===== config.mk =====
export PLATFORM = sky130hd
export DESIGN_NAME = square_voice_sweep_decay
export DESIGN_NICKNAME = d
export VERILOG_FILES = /design/src/hw/rtl/sqv_pkg.sv /design/src/hw/rtl/square_voice_sweep_decay.sv /design/src/hw/rtl/sqv_ctrl.sv /design/src/hw/rtl/sqv_dp.sv
export SDC_FILE = /design/constraint.sdc
export NUM_CORES = 2
export LEC_CHECK = 0
export BUFFER_PORTS_ARGS = -buffer_cell sky130_fd_sc_hd__buf_4
export CAP_MARGIN = 20
export CELL_PAD_IN_SITES_DETAIL_PLACEMENT = 1
export CELL_PAD_IN_SITES_GLOBAL_PLACEMENT = 1
export CORE_MARGIN = 5
export CORE_UTILIZATION = 45
export DETAILED_ROUTE_END_ITERATION = 7
export PLACE_DENSITY = 0.85
export SYNTH_ARGS = -nofsm -noshare
export SYNTH_HDL_FRONTEND = slang
export SYNTH_SLANG_ARGS = --single-unit

===== constraint.sdc =====
create_clock -name i_clk -period 12.7 [get_ports i_clk]
set_clock_uncertainty 0.2 [all_clocks]
set_input_delay 1.905 -clock i_clk [delete_from_list [all_inputs] [get_ports i_clk]]
set_output_delay 1.905 -clock i_clk [all_outputs]
set_load 0.05 [all_outputs]

===== src/hw/rtl/sqv_pkg.sv =====
// ----------------------------------------------------------------------------
// sqv_pkg
// shared widths, payload structs, controller states and the command and
// status groups between controller and datapath of the square voice
// ----------------------------------------------------------------------------
package sqv_pkg;

    localparam int PHASE_BITS  = 24;
    localparam int LENGTH_BITS = 16;
    localparam int AMP_BITS    = 15;
    localparam int DUTY_BITS   = 16;
    localparam int SAMPLE_BITS = 16;
    localparam int CNT_BITS    = $clog2(PHASE_BITS + 1);

    typedef struct packed {
        logic                   action;
        logic [PHASE_BITS-1:0]  start_step;
        logic [PHASE_BITS-1:0]  end_step;
        logic [DUTY_BITS-1:0]   duty;
        logic [AMP_BITS-1:0]    amplitude;
        logic [LENGTH_BITS-1:0] length;
        logic                   advance_first;
    } t_in;

    typedef struct packed {
        logic signed [SAMPLE_BITS-1:0] sample;
        logic                          last;
    } t_out;

    typedef enum logic [2:0] {
        S_IDLE,
        S_MUL,
        S_DINIT_STEP,
        S_DRUN_STEP,
        S_DINIT_MAG,
        S_DRUN_MAG,
        S_EMIT
    } t_state;

    typedef struct packed {
        logic latch_note;
        logic load_prod;
        logic div_init_step;
        logic div_init_mag;
        logic div_run;
        logic emit;
    } t_cmd;

    typedef struct packed {
        logic active;
        logic div_last;
        logic out_free;
    } t_status;

endpackage


===== src/hw/rtl/square_voice_sweep_decay.sv =====
// ----------------------------------------------------------------------------
// square_voice_sweep_decay
// square-wave voice with a linear pitch sweep and a linear amplitude decay
// ----------------------------------------------------------------------------
// A start item is taken while idle and gives no sample. A tick while a note
// plays goes through the states MUL, DINIT_STEP, DRUN_STEP, DINIT_MAG,
// DRUN_MAG and EMIT until the sample sits in the output register: the swept
// phase step and the decay magnitude each go through one shared restoring
// divider that yields one quotient bit per cycle. The next item can transfer
// once the controller is back in idle after a playing tick; while a previous
// sample still waits stalled in the output register, the final step holds.
// A tick while no note plays is taken and gives nothing.
// The input stalls while a tick is in work; a finished sample waits in the
// output register while the next item is taken.
module square_voice_sweep_decay (
    input  logic          i_clk,
    input  logic          i_rst_n,
    input  logic          i_in_valid,
    output logic          o_in_stall,
    input  sqv_pkg::t_in  i_in,
    output logic          o_out_valid,
    input  logic          i_out_stall,
    output sqv_pkg::t_out o_out
);

    sqv_pkg::t_cmd    cmd;
    sqv_pkg::t_status status;

    sqv_ctrl u_ctrl (
        .i_clk      (i_clk),
        .i_rst_n    (i_rst_n),
        .i_in_valid (i_in_valid),
        .i_action   (i_in.action),
        .i_status   (status),
        .o_in_stall (o_in_stall),
        .o_cmd      (cmd)
    );

    sqv_dp u_dp (
        .i_clk       (i_clk),
        .i_rst_n     (i_rst_n),
        .i_cmd       (cmd),
        .i_in        (i_in),
        .i_out_stall (i_out_stall),
        .o_status    (status),
        .o_out_valid (o_out_valid),
        .o_out       (o_out)
    );

endmodule


===== src/hw/rtl/sqv_ctrl.sv =====
// ----------------------------------------------------------------------------
// sqv_ctrl
// controller: accepts items, sequences products, the two serial divisions
// and the sample transfer into the output register
// ----------------------------------------------------------------------------
module sqv_ctrl (
    input  logic             i_clk,
    input  logic             i_rst_n,
    input  logic             i_in_valid,
    input  logic             i_action,
    input  sqv_pkg::t_status i_status,
    output logic             o_in_stall,
    output sqv_pkg::t_cmd    o_cmd
);

    sqv_pkg::t_state r_state;
    sqv_pkg::t_state n_state;

    always_ff @(posedge i_clk) begin
        if (!i_rst_n) begin
            r_state <= sqv_pkg::S_IDLE;
        end else begin
            r_state <= n_state;
        end
    end

    always_comb begin
        n_state = r_state;
        unique case (r_state)
            sqv_pkg::S_IDLE: begin
                if (i_in_valid && !i_action && i_status.active) begin
                    n_state = sqv_pkg::S_MUL;
                end
            end
            sqv_pkg::S_MUL:        n_state = sqv_pkg::S_DINIT_STEP;
            sqv_pkg::S_DINIT_STEP: n_state = sqv_pkg::S_DRUN_STEP;
            sqv_pkg::S_DRUN_STEP: begin
                if (i_status.div_last) begin
                    n_state = sqv_pkg::S_DINIT_MAG;
                end
            end
            sqv_pkg::S_DINIT_MAG:  n_state = sqv_pkg::S_DRUN_MAG;
            sqv_pkg::S_DRUN_MAG: begin
                if (i_status.div_last) begin
                    n_state = sqv_pkg::S_EMIT;
                end
            end
            sqv_pkg::S_EMIT: begin
                if (i_status.out_free) begin
                    n_state = sqv_pkg::S_IDLE;
                end
            end
            default: n_state = sqv_pkg::S_IDLE;
        endcase
    end

    always_comb begin
        o_in_stall          = (r_state != sqv_pkg::S_IDLE);
        o_cmd               = '0;
        o_cmd.latch_note    = (r_state == sqv_pkg::S_IDLE) && i_in_valid && i_action;
        o_cmd.load_prod     = (r_state == sqv_pkg::S_MUL);
        o_cmd.div_init_step = (r_state == sqv_pkg::S_DINIT_STEP);
        o_cmd.div_init_mag  = (r_state == sqv_pkg::S_DINIT_MAG);
        o_cmd.div_run       = (r_state == sqv_pkg::S_DRUN_STEP) ||
                              (r_state == sqv_pkg::S_DRUN_MAG);
        o_cmd.emit          = (r_state == sqv_pkg::S_EMIT) && i_status.out_free;
    end

endmodule


===== src/hw/rtl/sqv_dp.sv =====
// ----------------------------------------------------------------------------
// sqv_dp
// datapath: held note, phase accumulator, sample index, two multipliers,
// a shared restoring divider (one quotient bit per cycle) and output register
// ----------------------------------------------------------------------------
module sqv_dp (
    input  logic             i_clk,
    input  logic             i_rst_n,
    input  sqv_pkg::t_cmd    i_cmd,
    input  sqv_pkg::t_in     i_in,
    input  logic             i_out_stall,
    output sqv_pkg::t_status o_status,
    output logic             o_out_valid,
    output sqv_pkg::t_out    o_out
);

    localparam int P = sqv_pkg::PHASE_BITS;
    localparam int L = sqv_pkg::LENGTH_BITS;
    localparam int A = sqv_pkg::AMP_BITS;
    localparam int D = sqv_pkg::DUTY_BITS;
    localparam int S = sqv_pkg::SAMPLE_BITS;
    localparam int C = sqv_pkg::CNT_BITS;

    // held note
    logic [P-1:0] r_start;
    logic [P-1:0] r_end;
    logic [D-1:0] r_duty;
    logic [A-1:0] r_amp;
    logic [L-1:0] r_len;
    logic         r_order;

    // voice state
    logic [P-1:0] r_phase;
    logic [L-1:0] r_index;
    logic         r_active;

    // arithmetic
    logic         r_neg;
    logic [P+L-1:0] r_prod_step;
    logic [A+L-1:0] r_prod_mag;
    logic [P-1:0] r_step;
    logic [L-1:0] r_rem;
    logic [P-1:0] r_quo;
    logic [C-1:0] r_cnt;

    logic         r_out_valid;
    sqv_pkg::t_out r_out;

    logic [P-1:0]   diff;
    logic [P+L-1:0] n_prod_step;
    logic [A+L-1:0] n_prod_mag;
    logic [L:0]     trial;
    logic [L:0]     trial_sub;
    logic [L-1:0]   n_rem;
    logic [P-1:0]   n_step;
    logic [P-1:0]   phase_sum;
    logic           high;
    logic [A-1:0]   mag;
    logic [S-1:0]   mag_ext;
    logic [L:0]     index_inc;
    logic           last;
    logic           out_free;

    always_comb begin
        diff        = (r_end < r_start) ? (r_start - r_end) : (r_end - r_start);
        n_prod_step = diff * r_index;
        n_prod_mag  = r_amp * (r_len - r_index);
        trial       = {r_rem, r_quo[P-1]};
        trial_sub   = trial - {1'b0, r_len};
        n_rem       = (trial >= {1'b0, r_len}) ? trial_sub[L-1:0] : trial[L-1:0];
        n_step      = r_neg ? (r_start - r_quo) : (r_start + r_quo);
        phase_sum   = r_phase + r_step;
        high        = r_order ? (phase_sum[P-1 -: D] < r_duty)
                              : (r_phase[P-1 -: D] < r_duty);
        mag         = r_quo[A-1:0];
        mag_ext     = {{(S-A){1'b0}}, mag};
        index_inc   = {1'b0, r_index} + {{L{1'b0}}, 1'b1};
        last        = (index_inc == {1'b0, r_len});
        out_free    = !r_out_valid || !i_out_stall;
    end

    always_ff @(posedge i_clk) begin
        if (!i_rst_n) begin
            r_start  <= '0;
            r_end    <= '0;
            r_duty   <= '0;
            r_amp    <= '0;
            r_len    <= {{(L-1){1'b0}}, 1'b1};
            r_order  <= 1'b0;
            r_phase  <= '0;
            r_index  <= '0;
            r_active <= 1'b0;
        end else if (i_cmd.latch_note) begin
            r_start  <= i_in.start_step;
            r_end    <= i_in.end_step;
            r_duty   <= i_in.duty;
            r_amp    <= i_in.amplitude;
            r_len    <= i_in.length;
            r_order  <= i_in.advance_first;
            r_phase  <= '0;
            r_index  <= '0;
            r_active <= (i_in.length != '0);
        end else if (i_cmd.emit) begin
            r_phase <= phase_sum;
            r_index <= index_inc[L-1:0];
            if (last) begin
                r_active <= 1'b0;
            end
        end
    end

    always_ff @(posedge i_clk) begin
        if (i_cmd.load_prod) begin
            r_neg       <= (r_end < r_start);
            r_prod_step <= n_prod_step;
            r_prod_mag  <= n_prod_mag;
        end
        if (i_cmd.div_init_step) begin
            r_rem <= r_prod_step[P+L-1:P];
            r_quo <= r_prod_step[P-1:0];
            r_cnt <= C'(P);
        end else if (i_cmd.div_init_mag) begin
            r_step <= n_step;
            r_rem  <= r_prod_mag[A+L-1:A];
            r_quo  <= {r_prod_mag[A-1:0], {(P-A){1'b0}}};
            r_cnt  <= C'(A);
        end else if (i_cmd.div_run) begin
            r_rem <= n_rem;
            r_quo <= {r_quo[P-2:0], (trial >= {1'b0, r_len})};
            r_cnt <= r_cnt - {{(C-1){1'b0}}, 1'b1};
        end
    end

    always_ff @(posedge i_clk) begin
        if (!i_rst_n) begin
            r_out_valid <= 1'b0;
        end else if (i_cmd.emit) begin
            r_out_valid <= 1'b1;
        end else if (!i_out_stall) begin
            r_out_valid <= 1'b0;
        end
    end

    always_ff @(posedge i_clk) begin
        if (i_cmd.emit) begin
            r_out.sample <= high ? mag_ext : (S'(0) - mag_ext);
            r_out.last   <= last;
        end
    end

    assign o_status.active   = r_active;
    assign o_status.div_last = (r_cnt == {{(C-1){1'b0}}, 1'b1});
    assign o_status.out_free = out_free;
    assign o_out_valid       = r_out_valid;
    assign o_out             = r_out;

    a_index_in_note: assert property (@(posedge i_clk) disable iff (!i_rst_n)
        r_active |-> (r_index < r_len))
        else $error("sample index reached note length while active");

    a_len_nonzero: assert property (@(posedge i_clk) disable iff (!i_rst_n)
        r_active |-> (r_len != '0))
        else $error("active voice with zero length");

    a_rem_below_len: assert property (@(posedge i_clk) disable iff (!i_rst_n)
        i_cmd.div_run |-> (r_rem < r_len))
        else $error("divider remainder not below divisor");

    a_mag_bounded: assert property (@(posedge i_clk) disable iff (!i_rst_n)
        i_cmd.emit |-> (mag <= r_amp))
        else $error("decay magnitude above amplitude");

endmodule

==> out/qor.yml <==
clocking:
  numCtsBuffers: 37
  ctsHtreeMaxLevel: 2
  cts_root_buffer: "clkbuf_16"
  clockBufferDepth: 3
  clk_latency_ns: 0.60
  cts_hold_buf: 0
  cts_resized: 0
  cts_tree: "done"
  clkSinkCount: 299
  post_cts_buffers: 0
  clkTransAtPathRegs_ns: 0.06
floorplan:
  row_count: 110
  core_um2: 89870
  dieHeight_um: 310.9
  start_util_pct: 45.32
  fp.dieArea_um2: 96630
  ioPinCount: 120
  die_w_um: 310.9
global_routing:
  grt_pass1_vias: 38390
  overflow: 0
  antenna_found_initial: 2
  grt_pass1_wl_um: 212800
  track_usage_pct: 27.56
  grt_max_degree: 78
critical_path:
  setup.worst_path.class: "reg2reg"
  cp_slowest_cell: "xor2_2"
  path_common_cell: "fa_1"
  arrival_ns: 11.14
  endpoint_kind: "register"
  cp-start-kind: "register"
  critPathMaxFanout: 17
  cpPeakStageDelay_ns: 0.86
  reg2regPathDepth: 32
  cp.required_ns: 12.83
timing:
  final-setup-viol-count: 0
  fin_setup_tns_ns: 0
  fmax_mhz: 90.78
  fin_ws_ns: 1.684
  slew_violations: 0
  tightest_slew_ns: 1.156
  period_minus_slack_ns: 11.02
  timing.final.crit_share_pct: 86.74
  slew_headroom_pct: 22.53
  rsz0062_at_grt: "false"
  hold_viol: 0
placed_design:
  port_buffers: 119
  hpwl_um: 100900
  place_ws_ns: 1.912
  place_congestion: 0.9337
yosys:
  synth_top_area_cell: "fa_1"
  synth.cell_area_um2: 40730
  synth_top_area_share_pct: 27.23
  synth_seq_area_share_pct: 18.45
  ys_ff_latch: 299
  synth.top_cells.by_area: "fa_1, edfxtp_1, ha_1"
  yosysWarnings: 0
  async_flop_share_pct: 0
  synthFlopType: "edfxtp_1"
  synth_nets: 5633
  synth_cell_type_count: 83
  synth_edf_count: 153
  syn_area_per_cell_um2: 8.762
  synth_cells: 4649
power:
  pwr-share-comb_pct: 50.8
  p_per_area_nw_per_um2: 109.0
  p_int_mw: 2.582
  total_leakage_power_nw: 19.44
  power.net_switching_mw: 2.229
  seqPwrFrac_pct: 26.0
  switching_share_pct: 46.33
  clockPowerShare_pct: 23.2
  max-vdd-ir-drop_mv: 0.09519
finish:
  multi_input_area_um2: 29750
  antenna_cells: 0
  nNetsFinal: 5621
  seq_area_um2: 7517
  area_growth_pct: 8.407
  fillers: 10510
  layout-drive-gt1-share_pct: 6.817
routing:
  postRouteAntennaNets: 0
  post_drt_wl_per_cell_um: 23.27
  via_per_inst: 5.880
  num_vias: 34350
  remaining_drc_errors: 0
  drtIter0Drc: 2645
  drt_pass1_iterations: 7
  wirelength_um: 135900
job:
  maxCapViolations: 0
min_path:
  hold_depth: 2
  holdCritPathClass: "reg2reg"
outcome:
  status: "complete, no violations"
-- registers in the layout (all words and copies together), names as in the netlist --
register / count
u_dp.r_prod_step: 40
u_dp.r_duty: 16
u_dp.r_step: 24
u_dp.r_end: 24
u_dp.r_cnt: 5
u_dp.r_neg: 1
u_dp.r_start: 24
u_dp.r_amp: 15
u_dp.r_prod_mag: 31
u_dp.o_out_valid: 1
u_dp.r_len: 16
u_dp.r_index: 16
u_dp.r_active: 1
u_dp.r_rem: 16
u_dp.r_order: 1
u_dp.r_quo: 24
u_dp.r_phase: 24
u_dp.o_out: 17
u_ctrl.r_state: 3
-- worst max-delay path: cells and delay by family, from the launching register on --
kind | cells | cell delay (ns)
adder cells (fa/ha/maj) | 8 | 3.89
AO/OA/AOI/OAI | 12 | 3.56
buffers and inverters | 6 | 1.00
XOR/XNOR | 2 | 0.94
AND/OR/NAND/NOR | 4 | 0.74
flip-flops | 1 | 0.43
-- per-stage QoR --
stage               total power [mW]  cell area (µm²)  util [%]  hold WS, ns  instances
floorplan                      2.761            40730         -       0.2356       4649
global placement               3.491            42830     47.66       0.2443       5768
detailed placement             3.612            42830     47.66       0.2587       5768
CTS                            4.765            44070     49.04       0.2675       5835
global route                   5.067            44160     49.13       0.2907       5841
finish                         4.811            44160     49.13       0.2628       5841
-- synthesized netlist by cell type (all sizes together), types with 8 or more instances --
library cell	instances
a2111oi	8
a211oi	35
buf	33
o22ai	22
nor2b	37
o211ai	21
a21o	78
fa	554
edfxtp	153
a22oi	18
a31oi	19
nand4	30
nor2	188
nand3b	9
o21bai	22
ha	329
nand2	677
clkbuf	205
o221ai	14
a221oi	13
nor4	14
a21boi	104
a31o	10
o21a	25
nor3	55
xnor2	178
nand2b	33
xor2	49
a21oi	197
o21ai	162
or3	43
mux2i	28
and2	204
dfxtp	146
and3	31
nand3	92
inv	722
o31ai	10
-- power groups by stage --
stage          Clock [mW]  Sequential (mW)  Combinational, mW
2_1_floorplan           0             1.21               1.55
3_3_place_gp            0             1.26               2.23
3_5_place_dp            0             1.26               2.35
4_1_cts              1.14             1.24               2.38
5_1_grt              1.18             1.25               2.63
6_report             1.12             1.25               2.44
-- cell type report --
type,count,area share [%]
inverters,727,6.180
clock inverters,25,0.5979
repair buffers,187,3.276
flip-flops and latches,299,17.02
well taps,1176,3.332
multi-input cells,3385,67.38
clock buffers,42,2.207
-- cells by family (layout without fill, tap and decap cells) --
| family | Yosys count | count (layout) | synth area share, % |
|---|---|---|---|
| AND/OR/NAND/NOR | 1430 | 1430 | 16.45 |
| XOR/XNOR | 227 | 227 | 4.899 |
| multiplexers | 31 | 31 | 0.7710 |
| adder cells (fa/ha/maj) | 883 | 883 | 37.33 |
| AO/OA/AOI/OAI | 814 | 814 | 13.12 |
| buffers and inverters | 965 | 981 | 8.969 |
| flip-flops | 299 | 299 | 18.45 |
-- layout by cell type, fill, tap and decap left out, drive strengths merged, types with 35 or more instances in the layout --
cell and count:
inv 726, nand2 677, fa 554, ha 329, and2 204, a21oi 197
nor2 188, buf 186, xnor2 178, o21ai 162, edfxtp 153, dfxtp 146
a21boi 104, nand3 92, a21o 78, nor3 55, xor2 49, or3 43
clkbuf 43, nor2b 37, a211oi 35
-- per-layer routing --
layer  vias to the layer above  track usage (%)  share of wire (%)
met5                         -                0                  0
met4                         0            12.27                5.0
met3                       401            4.489                6.9
met2                      1363            48.04                 49
met1                     17590            33.77                 39
li1                      14990                -                  -
-- worst paths after layout --
kind | start | end | slack [ns]
min | u_dp.r_duty[9]$_SDFFE_PN0P_ | u_dp.r_duty[9]$_SDFFE_PN0P_ | 0.26
max reg2reg | u_dp.r_start[1]$_SDFFE_PN0P_ | u_dp.r_prod_step[35]$_DFFE_PP_ | 1.68
min reg2reg | u_dp.r_duty[9]$_SDFFE_PN0P_ | u_dp.r_duty[9]$_SDFFE_PN0P_ | 0.26
max | u_dp.r_start[1]$_SDFFE_PN0P_ | u_dp.r_prod_step[35]$_DFFE_PP_ | 1.68
Note: power is estimated with default switching activity, not from simulation.
